$ cat src/rtl/permutation_combination_count_macros.svh
// assertion macros for the permutation and combination counter
`ifndef PERMUTATION_COMBINATION_COUNT_MACROS_SVH
`define PERMUTATION_COMBINATION_COUNT_MACROS_SVH
`ifndef SYNTHESIS
`define PCC_ASSERT_SAME(lbl, ante, cons) \
	lbl: assert property (@(posedge clk) disable iff (!arst_n) (ante) |-> (cons)) \
		else $error("pcc assertion failed");
`define PCC_ASSERT_NEXT(lbl, ante, cons) \
	lbl: assert property (@(posedge clk) disable iff (!arst_n) (ante) |=> (cons)) \
		else $error("pcc assertion failed");
`else
`define PCC_ASSERT_SAME(lbl, ante, cons)
`define PCC_ASSERT_NEXT(lbl, ante, cons)
`endif
`endif

$ cat src/rtl/pcc_pkg.sv
// shared types and constants for the permutation and combination counter
package pcc_pkg;

	localparam int FACTOR_W = 16;

	typedef struct packed {
		logic init;
		logic step;
	} mul_ctl_t;

endpackage

$ cat src/rtl/pcc_mul.sv
// shared multiply unit with running product and overflow detect
module pcc_mul #(
	parameter int AccW = 63
) (
	input  logic                          clk,
	input  pcc_pkg::mul_ctl_t             ctl,
	input  logic [pcc_pkg::FACTOR_W-1:0]  factor,
	output logic [AccW-1:0]               acc,
	output logic                          ovf
);

	localparam int ProdW = AccW + pcc_pkg::FACTOR_W;

	logic [ProdW-1:0] prod_q;

	always_ff @(posedge clk) begin
		if (ctl.init) begin
			prod_q <= ProdW'(1);
		end else if (ctl.step) begin
			prod_q <= ProdW'(prod_q[AccW-1:0]) * ProdW'(factor);
		end
	end

	assign acc = prod_q[AccW-1:0];
	// past the signed limit when any bit above the value range is set
	assign ovf = |prod_q[ProdW-1:AccW];

endmodule

$ cat src/rtl/pcc_div.sv
// restoring divider, one quotient bit per cycle
module pcc_div #(
	parameter int AccW = 63
) (
	input  logic            clk,
	input  logic            arst_n,
	input  logic            start,
	input  logic [AccW-1:0] dividend,
	input  logic [AccW-1:0] divisor,
	output logic [AccW-1:0] quotient,
	output logic            done
);

	localparam int CntW = $clog2(AccW + 1);

	logic [AccW-1:0] rem_q;
	logic [AccW-1:0] quo_q;
	logic [CntW-1:0] cnt_q;
	logic            run_q;
	logic            done_q;
	logic [AccW:0]   shifted;
	logic [AccW:0]   diff;
	logic            ge;
	logic [AccW-1:0] rem_next;

	always_comb begin
		shifted  = {rem_q, quo_q[AccW-1]};
		diff     = shifted - {1'b0, divisor};
		ge       = !diff[AccW];
		rem_next = ge ? diff[AccW-1:0] : shifted[AccW-1:0];
	end

	always_ff @(posedge clk or negedge arst_n) begin
		if (!arst_n) begin
			run_q  <= 1'b0;
			done_q <= 1'b0;
			cnt_q  <= '0;
		end else begin
			done_q <= 1'b0;
			if (start) begin
				run_q <= 1'b1;
				cnt_q <= CntW'(AccW);
			end else if (run_q) begin
				cnt_q <= cnt_q - CntW'(1);
				if (cnt_q == CntW'(1)) begin
					run_q  <= 1'b0;
					done_q <= 1'b1;
				end
			end
		end
	end

	always_ff @(posedge clk) begin
		if (start) begin
			rem_q <= '0;
			quo_q <= dividend;
		end else if (run_q) begin
			rem_q <= rem_next;
			quo_q <= {quo_q[AccW-2:0], ge};
		end
	end

	assign quotient = quo_q;
	assign done     = done_q;

endmodule

$ cat src/rtl/permutation_combination_count.sv
// top level: sequencer for permutation and combination counts
// One request at a time. A bad request (k = 0 or k > n) gives its result in the
// next cycle. Otherwise the falling product takes one multiply per cycle on the
// shared multiplier for P(n,k); C(n,k) then forms k! on the same multiplier
// and divides in the restoring divider (one quotient bit a cycle), after
// which the quotient is registered as the result. Overflow stops the work
// at the first product past the signed limit. The result is shown for one
// cycle with done high and cannot be held off; busy is low again in that
// same cycle.
module permutation_combination_count #(
	parameter int RESULT_BITS = 64
) (
	input  logic        clk,
	input  logic        arst_n,
	input  logic        start,
	output logic        busy,
	input  logic        opcode,
	input  logic [15:0] set_size,
	input  logic [15:0] pick_count,
	output logic        done,
	output logic [62:0] count_value,
	output logic        overflow,
	output logic        bad_request
);

	`include "permutation_combination_count_macros.svh"

	localparam int AccW   = RESULT_BITS - 1;
	localparam int CountW = 63;
	localparam int FW     = pcc_pkg::FACTOR_W;

	typedef enum logic [3:0] {
		S_IDLE = 4'b0001,
		S_PERM = 4'b0010,
		S_FACT = 4'b0100,
		S_DIV  = 4'b1000
	} state_t;

	state_t            state_q;
	logic              op_q;
	logic [FW-1:0]     f_q;
	logic [FW-1:0]     cnt_q;
	logic [FW-1:0]     k_q;
	logic [AccW-1:0]   perm_q;
	logic              done_q;
	logic [CountW-1:0] value_q;
	logic              ovf_q;
	logic              bad_q;

	pcc_pkg::mul_ctl_t mul_ctl;
	logic [AccW-1:0]   mul_acc;
	logic              mul_ovf;
	logic              div_start;
	logic [AccW-1:0]   div_quo;
	logic              div_done;
	logic              accept;
	logic              good;
	logic              cnt_zero;

	assign accept   = start && (state_q == S_IDLE);
	assign good     = (pick_count != 16'd0) && (pick_count <= set_size);
	assign cnt_zero = (cnt_q == '0);

	always_comb begin
		mul_ctl.init = (accept && good)
			|| ((state_q == S_PERM) && !mul_ovf && cnt_zero && op_q);
		mul_ctl.step = ((state_q == S_PERM) || (state_q == S_FACT)) && !mul_ovf && !cnt_zero;
		div_start    = (state_q == S_FACT) && !mul_ovf && cnt_zero;
	end

	pcc_mul #(.AccW(AccW)) u_mul (
		.clk    (clk),
		.ctl    (mul_ctl),
		.factor (f_q),
		.acc    (mul_acc),
		.ovf    (mul_ovf)
	);

	pcc_div #(.AccW(AccW)) u_div (
		.clk      (clk),
		.arst_n   (arst_n),
		.start    (div_start),
		.dividend (perm_q),
		.divisor  (mul_acc),
		.quotient (div_quo),
		.done     (div_done)
	);

	always_ff @(posedge clk or negedge arst_n) begin
		if (!arst_n) begin
			state_q <= S_IDLE;
			done_q  <= 1'b0;
			value_q <= '0;
			ovf_q   <= 1'b0;
			bad_q   <= 1'b0;
		end else begin
			done_q <= 1'b0;
			unique case (state_q)
				S_IDLE: begin
					if (accept) begin
						if (good) begin
							state_q <= S_PERM;
						end else begin
							done_q  <= 1'b1;
							value_q <= '0;
							ovf_q   <= 1'b0;
							bad_q   <= 1'b1;
						end
					end
				end
				S_PERM: begin
					if (mul_ovf) begin
						state_q <= S_IDLE;
						done_q  <= 1'b1;
						value_q <= '0;
						ovf_q   <= 1'b1;
						bad_q   <= 1'b0;
					end else if (cnt_zero) begin
						if (op_q) begin
							state_q <= S_FACT;
						end else begin
							state_q <= S_IDLE;
							done_q  <= 1'b1;
							value_q <= CountW'(mul_acc);
							ovf_q   <= 1'b0;
							bad_q   <= 1'b0;
						end
					end
				end
				S_FACT: begin
					if (mul_ovf) begin
						state_q <= S_IDLE;
						done_q  <= 1'b1;
						value_q <= '0;
						ovf_q   <= 1'b1;
						bad_q   <= 1'b0;
					end else if (cnt_zero) begin
						state_q <= S_DIV;
					end
				end
				S_DIV: begin
					if (div_done) begin
						state_q <= S_IDLE;
						done_q  <= 1'b1;
						value_q <= CountW'(div_quo);
						ovf_q   <= 1'b0;
						bad_q   <= 1'b0;
					end
				end
				default: begin
					state_q <= S_IDLE;
				end
			endcase
		end
	end

	// factor and count registers for the two falling products
	always_ff @(posedge clk) begin
		if (accept) begin
			op_q  <= opcode;
			f_q   <= set_size;
			cnt_q <= pick_count;
			k_q   <= pick_count;
		end else if (mul_ctl.init) begin
			perm_q <= mul_acc;
			f_q    <= k_q;
			cnt_q  <= k_q;
		end else if (mul_ctl.step) begin
			f_q   <= f_q - FW'(1);
			cnt_q <= cnt_q - FW'(1);
		end
	end

	assign busy        = (state_q != S_IDLE);
	assign done        = done_q;
	assign count_value = value_q;
	assign overflow    = ovf_q;
	assign bad_request = bad_q;

	`PCC_ASSERT_SAME(a_flags_excl, done, !(overflow && bad_request))
	`PCC_ASSERT_SAME(a_zero_on_flag, done && (overflow || bad_request), count_value == '0)
	`PCC_ASSERT_NEXT(a_bad_next, accept && !good, done && bad_request && !busy)
	`PCC_ASSERT_SAME(a_div_only_comb, state_q == S_DIV, op_q)

endmodule
$ cat config.mk
export PLATFORM = sky130hd
export DESIGN_NAME = permutation_combination_count
export DESIGN_NICKNAME = d
export VERILOG_FILES = /design/src/rtl/pcc_pkg.sv /design/src/rtl/pcc_mul.sv /design/src/rtl/pcc_div.sv /design/src/rtl/permutation_combination_count.sv
export VERILOG_INCLUDE_DIRS = /design/src /design/src/rtl
export SDC_FILE = /design/constraint.sdc
export NUM_CORES = 2
export LEC_CHECK = 0
export ABC_AREA = 1
export BUFFER_PORTS_ARGS = -buffer_cell sky130_fd_sc_hd__clkbuf_2
export CORE_MARGIN = 5
export CORE_UTILIZATION = 25
export CTS_BUF_LIST = sky130_fd_sc_hd__clkbuf_8
export DETAILED_ROUTE_END_ITERATION = 10
export PLACE_DENSITY = 0.51
export SYNTH_ARGS = -nofsm -noshare
export SYNTH_HDL_FRONTEND = slang
export SYNTH_SLANG_ARGS = --single-unit
$ cat constraint.sdc
create_clock -name clk -period 6.4 [get_ports clk]
set_input_delay 0.64 -clock clk [delete_from_list [all_inputs] [get_ports clk]]
set_output_delay 0.64 -clock clk [all_outputs]
set_load 0.02 [all_outputs]
==> summary.md <==
| Metric | Value |
|---|---|
| Largest incremental delay on the critical path | 0.53 ns |
| Finished Core Util | between 20 and 30% |
| Required @ worst endpoint | 7.08 ns |
| Critical-path maximum fanout | 18 |
| HPWL Detailed | about 170 mm |
| Total clock buffers created by CTS | 80 |
| Total instance count after detailed placement | 11300 |
| Worst voltage drop across the vdd grid | approximately 0.44 mV |
| Sequential area share after synthesis | 17.4% |
| Final hold violations | 0 |
| Avg Vias per Cell | 4.43 |
| Violation count after the first detailed-route iteration | 3663 |
| Worst-case hold slack | 0.106 ns |
| Time the final worst path needs with I/O delays and setup | roughly 6.2 ns |
| Status | finished clean |
| Non-filler cells in the finished layout | 11500 |
| Synth cell types | 48 |
| Average wire per standard cell | 17.8 microns |
| Post-route ant nets | 0 |
| Number of max-slew violations in the final report | 0 |
| Site Rows | 176 |
| First-pass iteration count of the detailed router | 6 |
| Switching power of the nets | 20.4 mW |
| Headroom to the max-slew limit | 20.6% |
| Hold Crit Depth | 1 |
| Ratio of total power to cell area | between 500 and 600 nW/um^2 |
| Internal Power | 15.4 mW |
| Flip-flop and latch count after synthesis | 395 |
| Floorplan core area | roughly 230000 sq um |
| Main flop type after synthesis | sky130_fd_sc_hd__edfxtp_1 |
| Average cell area after synthesis | about 7.1 sq um |
| Syn Nets | 9293 |
| Crit Path Class | flip-flop to flip-flop |
| Register-to-Register Path Depth | 28 |
| LEAKAGE | 36.0 nW |
| Period utilization | a little under 100% |
| Switching Fraction | between 50% and 60% |
| Cell with the largest stage delay on the worst path | sky130_fd_sc_hd__fa_1 |
| Die area | 241000 sq um |
| Kind of start point of the critical path | flip-flop |
| Via count of the first global-routing pass | roughly 53000 |
| Post-layout nets | 9482 |
| Most numerous cell on the critical path | sky130_fd_sc_hd__inv_1 |
| Port Buffers | 102 |
| Cell count after synthesis | between 8000 and 9000 |
| F_max | 0.161 GHz |
| GRT overflow | 0 |
| RSZ-0062 raised after global routing | yes |
| Yosys warning total | 0 |
| Vias after detailed routing | 50800 |
| Kind of cell adding the most delay to the critical path | adder cells |
| Die Span X | 491 microns |
| Proportion of register bits with asynchronous set or reset after synthesis | 19.7% |
| Post-synthesis cell area | 57900 sq um |
| Number of enable flip-flop cells after synthesis | 175 |
| Root cell of the clock tree | sky130_fd_sc_hd__clkbuf_8 |
| Initial antenna violation count | 4 |
| Part of the total power dissipated in the clock network | 8.1% |
| Clock latency of the later-clocked register in the worst-skew pair | 0.83 ns |
| H-tree level count | 3 |
| Layout overhead on the synthesized area | 14.7% |
| Worst Tran Pin Value | 1.19 ns |
| Clock tree from TritonCTS | yes |
| Sequential Power Share | 9.0% |
| Sink count of the clock tree | 395 |
| Final weighted congestion in routability-driven placement | around 1 |
| Boundary Pins | 103 |
| Global-route wire length before repair | approximately 320 mm |
| CP Buf/Inv Count | 10 |
| Number of max-cap violations | 0 |
| Most common cell after layout, fill and taps aside | sky130_fd_sc_hd__nand2_1 |
| Arrival time of data at the critical path endpoint | between 6 and 7 ns |
| Fraction of final layout cells with drive strength greater than 1 | 9.56% |
| Most frequent cells in the layout | 2689 x sky130_fd_sc_hd__nand2_1, 2173 x sky130_fd_sc_hd__inv_1, 853 x sky130_fd_sc_hd__fa_1 |
| Clock slew at reported path FFs | 0.06 ns |
| Detailed-route wire length | 204 mm |
| Starting density of the core | 25.1% |
| Worst setup EP type | flip-flop |
| Layout Skew | 0.0729 ns |
| Remaining routing DRC violations | 0 |
| Largest net degree at the start of global routing | 92 |
| Final-report setup violation count | 0 |
| Die Height | 491 microns |
| Worst min-delay path class | input port to flip-flop |
| Comb power frac | 82.9% |
| Clk buf depth | 3 |
| Critical path depth | 28 |
| All-layer global routing usage | 16.8% |
## kinds of logic after synthesis
family	after synthesis	synth area share [%]
AOI/OAI and AO/OA	436	4.38
xor gates and xnor gates	105	1.59
adders and majority gates	1087	34.5
buffers and inverters	2520	16.8
DFF	395	17.4
and+or+nand+nor	3627	25.4
## routing by layer
metal | share of wire, % | global-route usage, % | vias to the layer above
met5 | 0 | 0 | -
met4 | 2.7 | 4.18 | 0
met3 | 5.6 | 2.15 | 273
met2 | 45 | 26.8 | 1417
met1 | 47 | 24.0 | 25100
li1 | - | - | 24000
## metrics by stage
step                      setup WS, ns  TNS (ns)  total power, mW  cell area, sq um
after detailed placement       -0.0810   -0.0810             31.8             64100
final                            0.199         0             35.9             66400
after global routing           -0.0453    -0.203             39.7             66400
after CTS                      0.00861         0             35.0             65800
after floorplan                  0.727         0             21.1             57900
after global placement         -0.0506   -0.0506             31.9             64100
## state kept, by name, indices dropped and copies added, names as in the netlist, 4 cells and up
register        count
cnt_q              16
count_value        63
f_q                16
k_q                16
perm_q             63
state_q             4
u_div.cnt_q         6
u_div.quotient     63
u_div.rem_q        63
u_mul.prod_q       79
## what timing repair did
| item | in CTS | in global routing |
|---|---|---|
| pin swaps | 0 | 5 |
| resized for setup | 1 | 137 |
| cloned | 0 | 3 |
| setup buffers | 0 | 9 |
| hold buffers | 2 | 0 |
| endpoints found under the hold margin | 22 | 0 |
| setup endpoints to repair | 2 | 47 |
## area by class of cell
cell class,count,area (sq um)
fillers,25400,164000
multi-input cells,5255,38600
flip-flops and latches,395,10100
inverters,2171,8150
repair buffers,456,4090
well taps,3026,3790
clock buffers,90,1240
clock inverters,56,475
diodes,4,10.0
## worst paths after layout
check | endpoint | slack [ns] | startpoint
min in group asynchronous | state_q[1]$_DFFE_PN0P_ | 0.26 | arst_n
worst max-delay path | u_mul.prod_q[71]$_SDFFE_PP0P_ | 0.20 | f_q[2]$_DFFE_PP_
worst min register to register | u_div.rem_q[29]$_SDFFE_PP0P_ | 0.47 | u_div.rem_q[29]$_SDFFE_PP0P_
max in group asynchronous | count_value[52]$_DFFE_PN0P_ | 5.07 | arst_n
worst min-delay path | k_q[6]$_DFFE_PP_ | 0.11 | pick_count[6]
worst max register to register | u_mul.prod_q[71]$_SDFFE_PP0P_ | 0.20 | f_q[2]$_DFFE_PP_
## cell usage after synthesis (2+ instances only)
cell / number / share of area [%]
sky130_fd_sc_hd__nand2_1: 2712 / 18
sky130_fd_sc_hd__inv_1: 2151 / 14
sky130_fd_sc_hd__fa_1: 853 / 29
sky130_fd_sc_hd__nor2_1: 467 / 3.0
sky130_fd_sc_hd__clkbuf_1: 272 / 1.8
sky130_fd_sc_hd__nand3_1: 260 / 2.2
sky130_fd_sc_hd__ha_1: 234 / 5.1
sky130_fd_sc_hd__a21oi_1: 202 / 1.7
sky130_fd_sc_hd__edfxtp_1: 175 / 9.1
sky130_fd_sc_hd__dfxtp_1: 142 / 4.9
sky130_fd_sc_hd__o21ai_0: 125 / 1.1
sky130_fd_sc_hd__dfrtp_1: 77 / 3.3
sky130_fd_sc_hd__o32ai_1: 62 / 0.94
sky130_fd_sc_hd__nand3_2: 54 / 0.93
sky130_fd_sc_hd__xor2_1: 53 / 0.80
sky130_fd_sc_hd__xnor2_1: 52 / 0.79
sky130_fd_sc_hd__nor3_1: 29 / 0.25
sky130_fd_sc_hd__nand4_1: 26 / 0.28
sky130_fd_sc_hd__buf_2: 25 / 0.22
sky130_fd_sc_hd__o21bai_1: 20 / 0.26
sky130_fd_sc_hd__inv_2: 19 / 0.12
sky130_fd_sc_hd__nand3b_1: 19 / 0.25
sky130_fd_sc_hd__buf_1: 18 / 0.12
sky130_fd_sc_hd__buf_4: 18 / 0.23
sky130_fd_sc_hd__a211oi_1: 17 / 0.22
sky130_fd_sc_hd__nor4_1: 14 / 0.15
sky130_fd_sc_hd__nor2_2: 12 / 0.13
sky130_fd_sc_hd__buf_6: 10 / 0.19
sky130_fd_sc_hd__nand2_2: 10 / 0.11
sky130_fd_sc_hd__buf_8: 6 / 0.16
sky130_fd_sc_hd__nand2_4: 4 / 0.078
sky130_fd_sc_hd__nor3_2: 4 / 0.069
sky130_fd_sc_hd__a21o_1: 3 / 0.039
sky130_fd_sc_hd__a31oi_1: 3 / 0.032
sky130_fd_sc_hd__nor2_4: 3 / 0.058
sky130_fd_sc_hd__nor3_4: 3 / 0.084
sky130_fd_sc_hd__or2_2: 3 / 0.032
sky130_fd_sc_hd__and2_1: 2 / 0.022
sky130_fd_sc_hd__and3_1: 2 / 0.022
## power by group through the flow
stage | Clock, mW | Combinational, mW | Sequential [mW]
4_1_cts | 3.03 | 28.8 | 3.22
5_1_grt | 3.13 | 33.3 | 3.25
3_3_place_gp | 0 | 28.7 | 3.26
2_1_floorplan | 0 | 17.9 | 3.14
3_5_place_dp | 0 | 28.5 | 3.27
6_report | 2.92 | 29.7 | 3.23
## worst reg2reg max path, delay by kind of cell (launching register included)
kind	cells	cell delay [ns]
flops	1	0.51
buf+inv	10	1.07
fa+ha+maj	7	3.33
compound gates	1	0.27
simple gates	10	0.91
No activity file was read; power rests on OpenSTA's default activity.
